<file path="config.mk">
export PLATFORM = sky130hd
export DESIGN_NAME = lzrd_ctrl_flat
export DESIGN_NICKNAME = d
export VERILOG_FILES = /design/src/design/lzrd_pkg.sv /design/src/design/lzrd_if.sv /design/src/design/lzrd_ctrl.sv /design/src/flat_wrapper.sv
export SDC_FILE = /design/constraint.sdc
export NUM_CORES = 1
export LEC_CHECK = 0
export ABC_AREA = 0
export BUFFER_PORTS_ARGS = -buffer_cell sky130_fd_sc_hd__buf_2
export CAP_MARGIN = 5
export CORE_UTILIZATION = 50
export DETAILED_ROUTE_END_ITERATION = 6
export HOLD_SLACK_MARGIN = 0.1
export PLACE_DENSITY_LB_ADDON = 0.3
export SLEW_MARGIN = 30
export SYNTH_ARGS = -nofsm -noshare
export SYNTH_HDL_FRONTEND = slang
export SYNTH_SLANG_ARGS = --single-unit
</file>
<file path="constraint.sdc">
create_clock -name clk -period 2.6 [get_ports clk]
set_input_delay 0.13 -clock clk [delete_from_list [all_inputs] [get_ports clk]]
set_output_delay 0.13 -clock clk [all_outputs]
set_load 0.02 [all_outputs]
</file>
<file path="src/design/lzrd_pkg.sv">
package lzrd_pkg;

	localparam int MAX_RUN = 18;
	localparam int MIN_RUN = 3;
	localparam logic [7:0] FILL_CHAR = 8'h20;

	typedef struct packed {
		logic       lit_load;
		logic       start_copy;
		logic       copy_adv;
		logic       restart;
		logic [7:0] data;
		logic [7:0] off_low;
	} lzrd_cmd_t;

	typedef struct packed {
		logic load_ok;
		logic copy_last;
	} lzrd_sts_t;

endpackage

</file>
<file path="src/design/lzrd_if.sv">
interface lzrd_in_if;
	logic       valid;
	logic       ready;
	logic [7:0] in_byte;
	logic       last_in;

	modport source(output valid, output in_byte, output last_in, input ready);
	modport sink(input valid, input in_byte, input last_in, output ready);
endinterface


</file>
<file path="src/design/lzrd_ctrl.sv">
module lzrd_ctrl (
	input  logic               clk,
	input  logic               arst_n,
	lzrd_in_if.sink            rx,
	input  lzrd_pkg::lzrd_sts_t sts,
	output lzrd_pkg::lzrd_cmd_t cmd
);
	import lzrd_pkg::*;

	typedef enum logic {ST_IDLE, ST_COPY} state_t;

	state_t     st_q;
	logic [7:0] flag_bits_q;
	logic [3:0] flags_left_q;
	logic       phase_q;
	logic [7:0] off_q;
	logic       last_pend_q;
	logic       in_ready;
	logic       acc;
	logic       is_flag;

	assign in_ready = (st_q == ST_IDLE) && sts.load_ok;
	assign rx.ready = in_ready;
	assign acc      = rx.valid && in_ready;
	assign is_flag  = (flags_left_q == 4'd0);

	always_comb begin
		cmd            = '0;
		cmd.data       = rx.in_byte;
		cmd.off_low    = off_q;
		unique case (st_q)
			ST_IDLE: begin
				if (acc) begin
					if (phase_q) begin
						cmd.start_copy = 1'b1;
					end else if (!is_flag && flag_bits_q[0]) begin
						cmd.lit_load = 1'b1;
					end
					cmd.restart = rx.last_in && !phase_q;
				end
			end
			ST_COPY: begin
				cmd.copy_adv = sts.load_ok;
				cmd.restart  = sts.load_ok && sts.copy_last && last_pend_q;
			end
			default: begin
				cmd = '0;
			end
		endcase
	end

	always_ff @(posedge clk or negedge arst_n) begin
		if (!arst_n) begin
			st_q         <= ST_IDLE;
			flag_bits_q  <= '0;
			flags_left_q <= '0;
			phase_q      <= 1'b0;
			off_q        <= '0;
			last_pend_q  <= 1'b0;
		end else begin
			unique case (st_q)
				ST_IDLE: begin
					if (acc) begin
						if (cmd.restart) begin
							flag_bits_q  <= '0;
							flags_left_q <= '0;
							phase_q      <= 1'b0;
							off_q        <= '0;
						end else if (phase_q) begin
							flag_bits_q  <= flag_bits_q >> 1;
							flags_left_q <= flags_left_q - 4'd1;
							phase_q      <= 1'b0;
							last_pend_q  <= rx.last_in;
							st_q         <= ST_COPY;
						end else if (is_flag) begin
							flag_bits_q  <= rx.in_byte;
							flags_left_q <= 4'd8;
						end else if (flag_bits_q[0]) begin
							flag_bits_q  <= flag_bits_q >> 1;
							flags_left_q <= flags_left_q - 4'd1;
						end else begin
							off_q   <= rx.in_byte;
							phase_q <= 1'b1;
						end
					end
				end
				ST_COPY: begin
					if (sts.load_ok && sts.copy_last) begin
						st_q <= ST_IDLE;
						if (last_pend_q) begin
							flag_bits_q  <= '0;
							flags_left_q <= '0;
							phase_q      <= 1'b0;
							off_q        <= '0;
						end
					end
				end
				default: begin
					st_q <= ST_IDLE;
				end
			endcase
		end
	end

`ifndef SYNTHESIS
	a_start_enters_copy: assert property (@(posedge clk) disable iff (!arst_n)
		cmd.start_copy |=> (st_q == ST_COPY))
		else $error("copy did not start");
	a_no_accept_in_copy: assert property (@(posedge clk) disable iff (!arst_n)
		(st_q == ST_COPY) |-> (!rx.ready && !cmd.lit_load && !cmd.start_copy))
		else $error("token taken during copy");
	a_flags_bound: assert property (@(posedge clk) disable iff (!arst_n)
		flags_left_q <= 4'd8)
		else $error("token count out of range");
`endif
endmodule

</file>
<file path="src/flat_wrapper.sv">
// flat-port wrapper written by rule: the top's interface ports become plain ports
module lzrd_ctrl_flat import lzrd_pkg::*;
  (clk, arst_n, sts, cmd, rx_valid, rx_in_byte, rx_last_in, rx_ready);
  lzrd_in_if rx_i ();
  input  logic clk;
  input  logic arst_n;
  input  lzrd_pkg::lzrd_sts_t sts;
  output lzrd_pkg::lzrd_cmd_t cmd;
  input wire logic [$bits(rx_i.valid)-1:0] rx_valid;
  input wire logic [$bits(rx_i.in_byte)-1:0] rx_in_byte;
  input wire logic [$bits(rx_i.last_in)-1:0] rx_last_in;
  output wire logic [$bits(rx_i.ready)-1:0] rx_ready;
  assign rx_i.valid = rx_valid;
  assign rx_i.in_byte = rx_in_byte;
  assign rx_i.last_in = rx_last_in;
  assign rx_ready = rx_i.ready;
  lzrd_ctrl u_core (.clk(clk), .arst_n(arst_n), .rx(rx_i), .sts(sts), .cmd(cmd));
endmodule
</file>
==> results.tsv, run 1 <==
stage	metric	value	unit
sta	final_min_period_over_clock_period	0.836	
synth	synth_largest_type_area_fraction	0.485	
worst_setup_path	path_class	reg -> reg	
synth	synth_async_sr_flop_share	1.00	
cts	clk_pin_slew	0.14	ns
die	die_w	50.7	µm
grt	first_global_vias	869	
min_path	worstHoldPathCells	2	
placed_design	placedInstanceArea	0.00132	mm²
synth	yosys_synthesis_warning_count	0	
cts	cts.repair.resized	0	
sta	slew_headroom	0.670	
sta	tightest_slew	0.495	ns
finish	final_nets	168	
sta	grt_setup_unrepaired	false	
grt	grt.total_usage	0.207	
synth	synthesis.area	0.00119	mm²
cts	cts_tree	done	
worst_setup_path	critical_path_arrival	2.41	ns
drt	vias	957	
sta	layout_min_cycle_time	2.17	ns
synth	synthMostInstantiatedCell	sky130_fd_sc_hd__dfrtp_1	
cts	clock-root-buffer	sky130_fd_sc_hd__clkbuf_4	
worst_setup_path	crit_path_start_kind	flip-flop	
worst_setup_path	worst-path-buf-inv	1	
die	die_area	0.00257	mm²
die	die_height	50.7	µm
sta	max_freq	0.460	GHz
finish	syn_to_final_growth	22.0	%
drt	wire_per_inst	13.4	µm
worst_setup_path	worstReg2RegStart	u_core.flags_left_q[0]	
finish	final_design_area_no_fill	0.00145	mm²
drt	antenna_violating_nets_post_route	0	
placed_design	routabilityCongestion	0.787	
status	outcome	finished clean	
synth	synth_seq_cells	23	
min_path	hold_path_end	u_core.last_pend_q	
placed_design	hpwlAfterDp	1660	µm
sta	finalClockSkew	0.00944	ns
synth	postSynthAreaPerCell	10.3	µm²
pwr	irDropWorstVdd	0.858	mV
cts	cts_made_buffers	3	
synth	mappedNetlistNets	131	
cts	clk_path_buf_depth	2	
die	boundaryPins	35	
finish	antenna_cells_inserted	0	
die	rows	17	
die	core_area	0.00223	mm²
drt	drcViolationCount	0	
finish	drive_gt1_frac	0.318	
min_path	timing.hold.worst.class	in -> reg	
synth	post_synth_num_cell_types	36	
worst_setup_path	worstPathCellList	inv_1 -> ha_1 -> or3b_4 -> a22o_1 -> or2_0 -> o31ai_2	
synth	yosysSeqAreaShare	0.485	
grt	antenna_violations_before_repair	0	
synth	most_common_library_cells_after_synthesis	23 x sky130_fd_sc_hd__dfrtp_1, 17 x sky130_fd_sc_hd__nand2_1, 9 x sky130_fd_sc_hd__a22o_1, 9 x sky130_fd_sc_hd__buf_4, 7 x sky130_fd_sc_hd__o21ai_0	
job	drv.max_cap_violation_count	0	
sta	maxSlewViolCount	0	
synth	number_of_synthesized_flops_with_an_enable_pin	0	
sta	report.final.setup_viol	0	
cts	clkLatencyLatePin	0.31	ns
worst_setup_path	max_stage_delay	0.44	ns
die	initial_core_util	0.532	
drt	drt_iter0_drc	18	
worst_setup_path	worst_reg2reg_setup_slack	0.43	ns
grt	global_route_wire_length_before_repair	3980	µm
min_path	worstHoldStart	rx_last_in	
sta	finalSetupTns	0	ns
sta	finalHoldViolCount	0	
drt	wl	2410	µm
worst_setup_path	critical-path-slowest-cell	sky130_fd_sc_hd__dfrtp_1	
worst_setup_path	r2r_end	u_core.flags_left_q[1]	
drt	routed_via_density	5.35	
worst_setup_path	critPathCaptureType	flip-flop	
pwr	leakagePower	0.719	nW
grt	grt_remaining_overflow	0	
cts	cts.sinks	23	
grt	grt_max_degree	24	
worst_setup_path	reg2regPathDepth	6	
synth	yosysTopAreaCell	sky130_fd_sc_hd__dfrtp_1	
cts	post_cts_setup_repair_bufs	0	
cts	ctsHtreeMaxLevel	1	
synth	synth_top_cells_by_area	sky130_fd_sc_hd__dfrtp_1 48%, sky130_fd_sc_hd__a22o_1 6.6%, sky130_fd_sc_hd__buf_4 5.7%, sky130_fd_sc_hd__nand2_1 5.4%, sky130_fd_sc_hd__a22oi_1 3.8%	
synth	dominantRegCellSynth	sky130_fd_sc_hd__dfrtp_1	
drt	dr.pass1.iters	4	
synth	synthesis.instances	115	
pwr	power_density_over_cell_area	1060	mW/mm²
worst_setup_path	worstPathMaxFanout	14	
cts	number_of_buffers_inserted_by_hold_repair_at_cts	10	
placed_design	port_buffers	34	
worst_setup_path	cp.required	2.83	ns
worst_setup_path	cell_family_with_the_largest_share_of_critical_path_delay	simple AND/OR/NAND/NOR gates	
[power breakdown]
part	switching (mW)	leakage, nW	total (mW)	internal, mW
Clock	0.110	0.0177	0.168	0.0574
Combinational	0.401	0.397	0.716	0.316
Sequential	0.137	0.304	0.655	0.518
[layer usage]
metal  global-route usage  vias up  part of all wire
li1                     -      483                 -
met2                0.331       18              0.47
met3               0.0273        4             0.029
met4               0.0694        0             0.011
met5                    0        -                 0
met1                0.290      452              0.49
[logic make-up after synthesis]
kind of cell               Yosys count  share of synthesized area
DFF                                 23                      0.485
adders and majority gates            2                     0.0211
buffers and inverters               17                     0.0843
AOI/OAI and AO/OA                   36                      0.241
muxes                                1                    0.00948
and+or+nand+nor                     36                      0.159
[placed cells by master (no fill, tap or decap), types with 2 or more instances in the layout]
master                          netlist  final
sky130_fd_sc_hd__nor3_1               2      2
sky130_fd_sc_hd__ha_1                 2      2
sky130_fd_sc_hd__and2_1               4      4
sky130_fd_sc_hd__nor2_1               3      3
sky130_fd_sc_hd__o31ai_2              2      2
sky130_fd_sc_hd__nand2_1             17     17
sky130_fd_sc_hd__dfrtp_1             23     23
sky130_fd_sc_hd__a21o_1               2      2
sky130_fd_sc_hd__a22oi_1              6      6
sky130_fd_sc_hd__dlygate4sd3_1        0     10
sky130_fd_sc_hd__a22o_1               9      9
sky130_fd_sc_hd__buf_2                2     34
sky130_fd_sc_hd__o21ai_0              7      7
sky130_fd_sc_hd__clkbuf_4             0      3
sky130_fd_sc_hd__inv_1                4      4
[worst max-delay path by stage]
| stage | start | to | slack [ns] | cells after the start |
|---|---|---|---|---|
| after CTS | u_core.flags_left_q[0] | u_core.flags_left_q[1] | 0.41 | 6 |
| final | u_core.flags_left_q[0] | u_core.flags_left_q[1] | 0.43 | 6 |
| after global routing | u_core.flags_left_q[0] | u_core.flag_bits_q[5] | 0.25 | 6 |
| after detailed placement | u_core.flags_left_q[0] | u_core.flag_bits_q[1] | 0.44 | 6 |
| after floorplan | u_core.flags_left_q[0] | u_core.flags_left_q[0] | 0.77 | 7 |
| after global placement | u_core.flags_left_q[0] | u_core.flags_left_q[0] | 0.50 | 6 |
[per-stage QoR]
stage / power [mW] / util / setup slack, ns / hold WS [ns] / instances
detailed placement: 1.37 / 0.592 / 0.437 / 0.130 / 165
finish: 1.54 / 0.649 / 0.426 / 0.117 / 179
floorplan: 1.18 / - / 0.771 / -0.166 / 115
global route: 1.66 / 0.649 / 0.249 / 0.138 / 179
global placement: 1.35 / 0.592 / 0.496 / 0.125 / 165
CTS: 1.54 / 0.649 / 0.413 / 0.110 / 179
[sequential cells by signal, summed over array words and instances (netlist names)]
| signal | flops |
|---|---|
| u_core.flag_bits_q | 8 |
| u_core.off_q | 8 |
| u_core.flags_left_q | 4 |
| u_core.last_pend_q | 1 |
| u_core.phase_q | 1 |
| u_core.st_q | 1 |
[worst reg2reg max path: stages (launching register included)]
cell and delay [ns]:
sky130_fd_sc_hd__dfrtp_1 0.44, sky130_fd_sc_hd__inv_1 0.09, sky130_fd_sc_hd__ha_1 0.15, sky130_fd_sc_hd__or3b_4 0.40
sky130_fd_sc_hd__a22o_1 0.34, sky130_fd_sc_hd__or2_0 0.43, sky130_fd_sc_hd__o31ai_2 0.25
[final cells by class]
type                    count  area [µm²]
fillers                   182         785
flip-flops and latches     23         576
multi-input cells          75         518
repair buffers             45         278
well taps                  28        35.0
clock buffers               3        22.5
inverters                   4        15.0
clock inverters             1        5.00
(Power assumes the default switching activity.)
==> run 2, diff against run 1 <==
==> constraint.sdc (replaced) <==
create_clock -name clk -period 2.1 [get_ports clk]
set_input_delay 0.105 -clock clk [delete_from_list [all_inputs] [get_ports clk]]
set_output_delay 0.105 -clock clk [all_outputs]
set_load 0.02 [all_outputs]
==> run 2 against run 1 <==
Effect of this change:
- setup slack worse by 0.25 ns
- global-route usage is 2.8 points higher
- register-to-register slack worse by 0.25 ns
- final area is 1.6% higher
- utilization is 1.0 points higher
- sequential power is 25% higher
- flip-flop and latch count stayed put
- count of clock-buffer cells in the layout stayed put
- first-iteration DRC count is 28% higher
- via count is 5.3% higher
==> results.tsv, run 2 (synthesized netlist as in run 1, its figures left out) <==
stage	metric	value	unit
status	outcome	finished clean	
job	drv.max_cap_violation_count	0	
grt	grt_max_degree	24	
placed_design	routabilityCongestion	0.840	
finish	largestRegisters	u_core.flag_bits_q (8), u_core.off_q (8), u_core.flags_left_q (4)	
drt	antenna_violating_nets_post_route	0	
pwr	total_power	1.94	mW
worst_setup_path	timing.critical_path.to	u_core.flags_left_q[1]	
grt	first_global_vias	953	
drt	dr.pass1.iters	4	
die	rows	17	
cts	clk_path_buf_depth	2	
drt	vias	1008	
sta	tightest_slew	0.499	ns
finish	drive_gt1_frac	0.327	
placed_design	dp_cells	166	
finish	syn_to_final_growth	23.9	%
worst_setup_path	crit_path_start_kind	flip-flop	
pwr	power_density_over_cell_area	1320	mW/mm²
pwr	irDropWorstVdd	0.749	mV
cts	cts_tree	done	
drt	wire_per_inst	14.5	µm
finish	fill_count	181	
pwr	leakagePower	0.730	nW
drt	drcViolationCount	0	
min_path	timing.hold.worst.class	in -> reg	
sta	report.final.setup_viol	0	
finish	layout.cells.most_common	sky130_fd_sc_hd__buf_2	
finish	final_cell_mix	34 x sky130_fd_sc_hd__buf_2, 23 x sky130_fd_sc_hd__dfrtp_1, 17 x sky130_fd_sc_hd__nand2_1	
drt	wl	2620	µm
die	die_area	0.00257	mm²
die	boundaryPins	35	
finish	finish.cell_count_without_fillers	181	
die	core_area	0.00223	mm²
worst_setup_path	reg2regPathDepth	6	
worst_setup_path	cp.required	2.32	ns
cts	clock-root-buffer	sky130_fd_sc_hd__clkbuf_4	
worst_setup_path	path_class	reg -> reg	
sta	slew_headroom	0.668	
cts	cts.sinks	23	
finish	final_nets	170	
sta	maxSlewViolCount	0	
placed_design	hpwlAfterDp	1790	µm
sta	final_min_period_over_clock_period	0.917	
grt	grt.total_usage	0.235	
finish	seqCellArea	576	µm²
sta	final.setup.worst_slack	0.174	ns
grt	grt_remaining_overflow	0	
finish	antenna_cells_inserted	0	
sta	layout_min_cycle_time	1.93	ns
worst_setup_path	critPathCaptureType	flip-flop	
cts	clkLatencyLatePin	0.30	ns
placed_design	place_ws	0.0975	ns
worst_setup_path	worstReg2RegStart	u_core.flags_left_q[0]	
worst_setup_path	critical_path_arrival	2.15	ns
sta	finalSetupTns	0	ns
cts	ctsHtreeMaxLevel	1	
die	die_w	50.7	µm
cts	post_cts_setup_repair_bufs	0	
sta	finalHoldViolCount	0	
worst_setup_path	worstSetupStartpoint	u_core.flags_left_q[0]	
cts	clk_pin_slew	0.13	ns
sta	final.hold.worst_slack	0.126	ns
grt	antenna_violations_before_repair	0	
grt	global_route_wire_length_before_repair	4480	µm
cts	cts_made_buffers	3	
die	die_height	50.7	µm
worst_setup_path	r2r_end	u_core.flags_left_q[1]	
sta	finalClockSkew	0.00425	ns
finish	multiInputGateArea	523	µm²
worst_setup_path	worstPathMaxFanout	9	
sta	max_freq	0.519	GHz
drt	routed_via_density	5.57	
drt	drt_iter0_drc	23	
placed_design	port_buffers	34	
die	initial_core_util	0.532	
sta	grt_setup_unrepaired	false	
worst_setup_path	worst_reg2reg_setup_slack	0.17	ns
run 2: cell types whose count changed in the layout (fill, tap and decap cells not counted), sizes merged:
cell         previous run  this run
dlygate4sd3            10        11
buf                    35        36
run 2: area by class of cell:
class,count,area share
clock buffer,3,0.0153
clock inverter,1,0.00340
inverter,4,0.0102
multi-input combinational,75,0.355
sequential,23,0.391
tap,28,0.0238
timing repair buffer,47,0.201
run 2: through the flow:
stage,cell area [µm²],util
after floorplan,1190,-
after global placement,1330,0.595
after detailed placement,1330,0.595
after CTS,1470,0.657
after global routing,1470,0.659
final,1470,0.659
run 2: worst min path at each step:
stage                                  to  slack (ns)  depth (start not counted)   start
detailed placement        u_core.off_q[0]        0.11                          1  arst_n
floorplan           u_core.flag_bits_q[0]       -0.19                          0  arst_n
CTS                           u_core.st_q        0.10                          4  sts[1]
global route                  u_core.st_q        0.12                          4  sts[1]
finish                        u_core.st_q        0.13                          4  sts[1]
global placement           u_core.phase_q        0.10                          1  arst_n
run 2: layer usage:
metal,track usage,part of all wire
met1,0.317,0.46
met2,0.389,0.50
met3,0.0273,0.034
met4,0.0833,0.0065
met5,0,0
run 2: report_power, final:
group,internal (mW),switching [mW]
clock network,0.0710,0.129
logic,0.407,0.509
registers,0.641,0.181
run 2: worst max-delay path, stage by stage, from the launching register on:
cell and delay, ns:
sky130_fd_sc_hd__dfrtp_1 0.45, sky130_fd_sc_hd__inv_1 0.10, sky130_fd_sc_hd__ha_1 0.15, sky130_fd_sc_hd__or3b_4 0.41, sky130_fd_sc_hd__a22o_1 0.20, sky130_fd_sc_hd__or2_1 0.34
sky130_fd_sc_hd__o31ai_2 0.21
run 2: repair_timing:
action,4_1_cts,5_1_grt
endpoints found under the hold margin,35,0
setup endpoints to repair,0,10
hold buffers,11,0
resized for setup,0,2
==> run 3, diff against run 2 <==
--- a/config.mk
+++ b/config.mk
@@ -8,7 +8,7 @@
 export ABC_AREA = 0
 export BUFFER_PORTS_ARGS = -buffer_cell sky130_fd_sc_hd__buf_2
 export CAP_MARGIN = 5
-export CORE_UTILIZATION = 50
+export CORE_UTILIZATION = 45
 export DETAILED_ROUTE_END_ITERATION = 6
 export HOLD_SLACK_MARGIN = 0.1
 export PLACE_DENSITY_LB_ADDON = 0.3
==> constraint.sdc (replaced) <==
create_clock -name clk -period 1.7 [get_ports clk]
set_input_delay 0.085 -clock clk [delete_from_list [all_inputs] [get_ports clk]]
set_output_delay 0.085 -clock clk [all_outputs]
set_load 0.02 [all_outputs]
==> run 3 against run 2 <==
Effect of this change:
- the run now ends with negative setup slack left
- first-iteration DRC count decreased by 13%
- critical path depth rose by 1
- utilization increased by 3.6 points
- maximum frequency grew 6.2%
- combinational power up 78%
- flip-flop and latch count stayed put
- non-clock buffer count up 21
- setup slack got worse by 0.29 ns
- sequential share of layout area is 5.6 points lower
- sequential power is 18% higher
- final area rose by 17%
- count of clock-buffer cells in the layout stayed put
- critical endpoint is now u_core.flags_left_q[2]
==> results.tsv, run 3 (synthesized netlist as in run 1, its figures left out) <==
stage	metric	value	unit
status	outcome	finished, violations left	
status	failed_checks	negative setup slack	
drt	routed_via_density	5.39	
min_path	timing.hold.worst.class	in -> reg	
cts	clk_pin_slew	0.13	ns
die	initial_core_util	0.479	
pwr	irDropWorstVdd	0.955	mV
cts	cts.sinks	23	
worst_setup_path	worstSetupStartpoint	u_core.flags_left_q[0]	
drt	antenna_violating_nets_post_route	0	
grt	antenna_violations_before_repair	0	
worst_setup_path	critical-path-slowest-cell	sky130_fd_sc_hd__dfrtp_1	
finish	fill_count	180	
grt	grt_use_met3	0.0287	
drt	vias	1104	
placed_design	routabilityCongestion	0.789	
worst_setup_path	worstReg2RegStart	u_core.flags_left_q[0]	
min_path	worstHoldStart	rx_valid	
worst_setup_path	worstPathMaxFanout	13	
cts	ctsHtreeMaxLevel	1	
grt	grt_max_degree	24	
placed_design	port_buffers	34	
finish	final_nets	192	
worst_setup_path	cp.depth	7	
grt	met2_usage	0.406	
finish	largestRegisters	u_core.flag_bits_q (8), u_core.off_q (8), u_core.flags_left_q (4)	
cts	cts_tree	done	
sta	tightest_slew	0.502	ns
pwr	power_density_over_cell_area	1660	mW/mm²
drt	wire_per_inst	14.4	µm
pwr	leakagePower	0.852	nW
worst_setup_path	cp.required	1.91	ns
finish	layout.cells.most_common	sky130_fd_sc_hd__buf_2	
drt	drt_iter0_drc	20	
grt	grt.met1_usage	0.271	
drt	drcViolationCount	0	
finish	multiInputGateArea	594	µm²
sta	finalHoldViolCount	0	
finish	seqCellArea	577	µm²
sta	final.hold.worst_slack	0.196	ns
sta	report.final.setup_viol	19	
die	rows	18	
finish	final_design_area_no_fill	0.00172	mm²
grt	first_global_vias	1074	
drt	dr.pass1.iters	4	
worst_setup_path	critPathCaptureType	flip-flop	
worst_setup_path	worstPathCellList	inv_2 -> ha_4 -> or3b_4 -> a22o_4 -> buf_6 -> o21bai_1 -> o2bb2ai_1	
cts	clk_path_buf_depth	2	
sta	maxSlewViolCount	0	
grt	grt_remaining_overflow	0	
die	die_w	53.4	µm
die	boundaryPins	35	
sta	max_freq	0.551	GHz
finish	syn_to_final_growth	44.9	%
worst_setup_path	path_class	reg -> reg	
min_path	worstHoldPathCells	4	
sta	finalClockSkew	0.00859	ns
die	die_height	53.4	µm
grt	grt.total_usage	0.226	
finish	drive_gt1_frac	0.486	
worst_setup_path	reg2regPathDepth	7	
worst_setup_path	worst-path-buf-inv	2	
die	core_area	0.00248	mm²
sta	grt_setup_unrepaired	true	
drt	wl	2940	µm
cts	clkLatencyLatePin	0.31	ns
sta	final.setup.worst_slack	-0.114	ns
cts	clock-root-buffer	sky130_fd_sc_hd__clkbuf_4	
sta	layout_min_cycle_time	1.81	ns
worst_setup_path	max_stage_delay	0.43	ns
finish	final_cell_mix	33 x sky130_fd_sc_hd__buf_2, 22 x sky130_fd_sc_hd__dfrtp_1, 20 x sky130_fd_sc_hd__buf_4	
placed_design	hpwlAfterDp	1950	µm
cts	cts_made_buffers	3	
die	die_area	0.00285	mm²
sta	final_min_period_over_clock_period	1.07	
grt	global_route_wire_length_before_repair	4550	µm
placed_design	placedInstanceArea	0.00143	mm²
finish	antenna_cells_inserted	0	
worst_setup_path	crit_path_start_kind	flip-flop	
job	drv.max_cap_violation_count	0	
worst_setup_path	cell_family_with_the_largest_share_of_critical_path_delay	compound AO/OA/AOI/OAI gates	
worst_setup_path	critical_path_arrival	2.02	ns
sta	slew_headroom	0.665	
grt	globalRoute.busiestLayer	met2	
-- run 3: layer usage --
metal / wire length (µm) / part of all wire / vias to the layer above
met3: 82 / 0.028 / 2
met2: 1560 / 0.53 / 23
li1: - / - / 535
met4: 10 / 0.0034 / 0
met1: 1300 / 0.44 / 544
met5: 0 / 0 / -
-- run 3: repair_timing --
item                                    4_1_cts  5_1_grt
pin swaps                                    11        0
hold endpoints to repair                     35        0
endpoints found under the setup margin       21       21
hold buffers                                 12        0
resized for setup                            20       10
gates cloned                                  0        1
buffers inserted                              4        3
-- run 3: power by group --
group	internal (mW)	total (mW)	leakage (nW)	switching, mW
sequential	0.795	0.966	0.303	0.172
combinational	0.811	1.63	0.531	0.823
clock	0.0878	0.255	0.0177	0.167
-- run 3: area by class of cell --
cell class                      instances  area share
Tap cell                               30      0.0218
Clock buffer                            3      0.0131
Clock inverter                          1     0.00291
Multi-Input combinational cell         76       0.345
Inverter                                4     0.00873
Timing Repair Buffer                   68       0.273
Sequential cell                        23       0.335
-- run 3: metrics by stage --
step                power, mW  TNS [ns]  utilization  instances  worst slack (ns)
floorplan                1.81     -1.30            -        115            -0.128
global placement         2.26     -1.18        0.579        181            -0.147
detailed placement       2.31     -2.50        0.579        181            -0.233
CTS                      2.73    -0.710        0.666        201           -0.0834
global route             3.06     -1.84        0.694        205            -0.157
finish                   2.86     -1.11        0.694        205            -0.114
-- run 3: final timing paths --
check                                              end  slack (ns)
worst max-delay path            u_core.flags_left_q[2]       -0.11
worst min-delay path             u_core.flag_bits_q[0]        0.20
worst max register to register  u_core.flags_left_q[2]       -0.11
worst min register to register   u_core.flag_bits_q[5]        0.50
max in group asynchronous                  u_core.st_q        1.08
min in group asynchronous              u_core.off_q[2]        0.25
-- run 3: worst register-to-register path, stage by stage, from the launching register on --
cell and delay, ns:
sky130_fd_sc_hd__dfrtp_1 0.43, sky130_fd_sc_hd__inv_2 0.09, sky130_fd_sc_hd__ha_4 0.12, sky130_fd_sc_hd__or3b_4 0.40, sky130_fd_sc_hd__a22o_4 0.25, sky130_fd_sc_hd__buf_6 0.15, sky130_fd_sc_hd__o21bai_1 0.16, sky130_fd_sc_hd__o2bb2ai_1 0.12
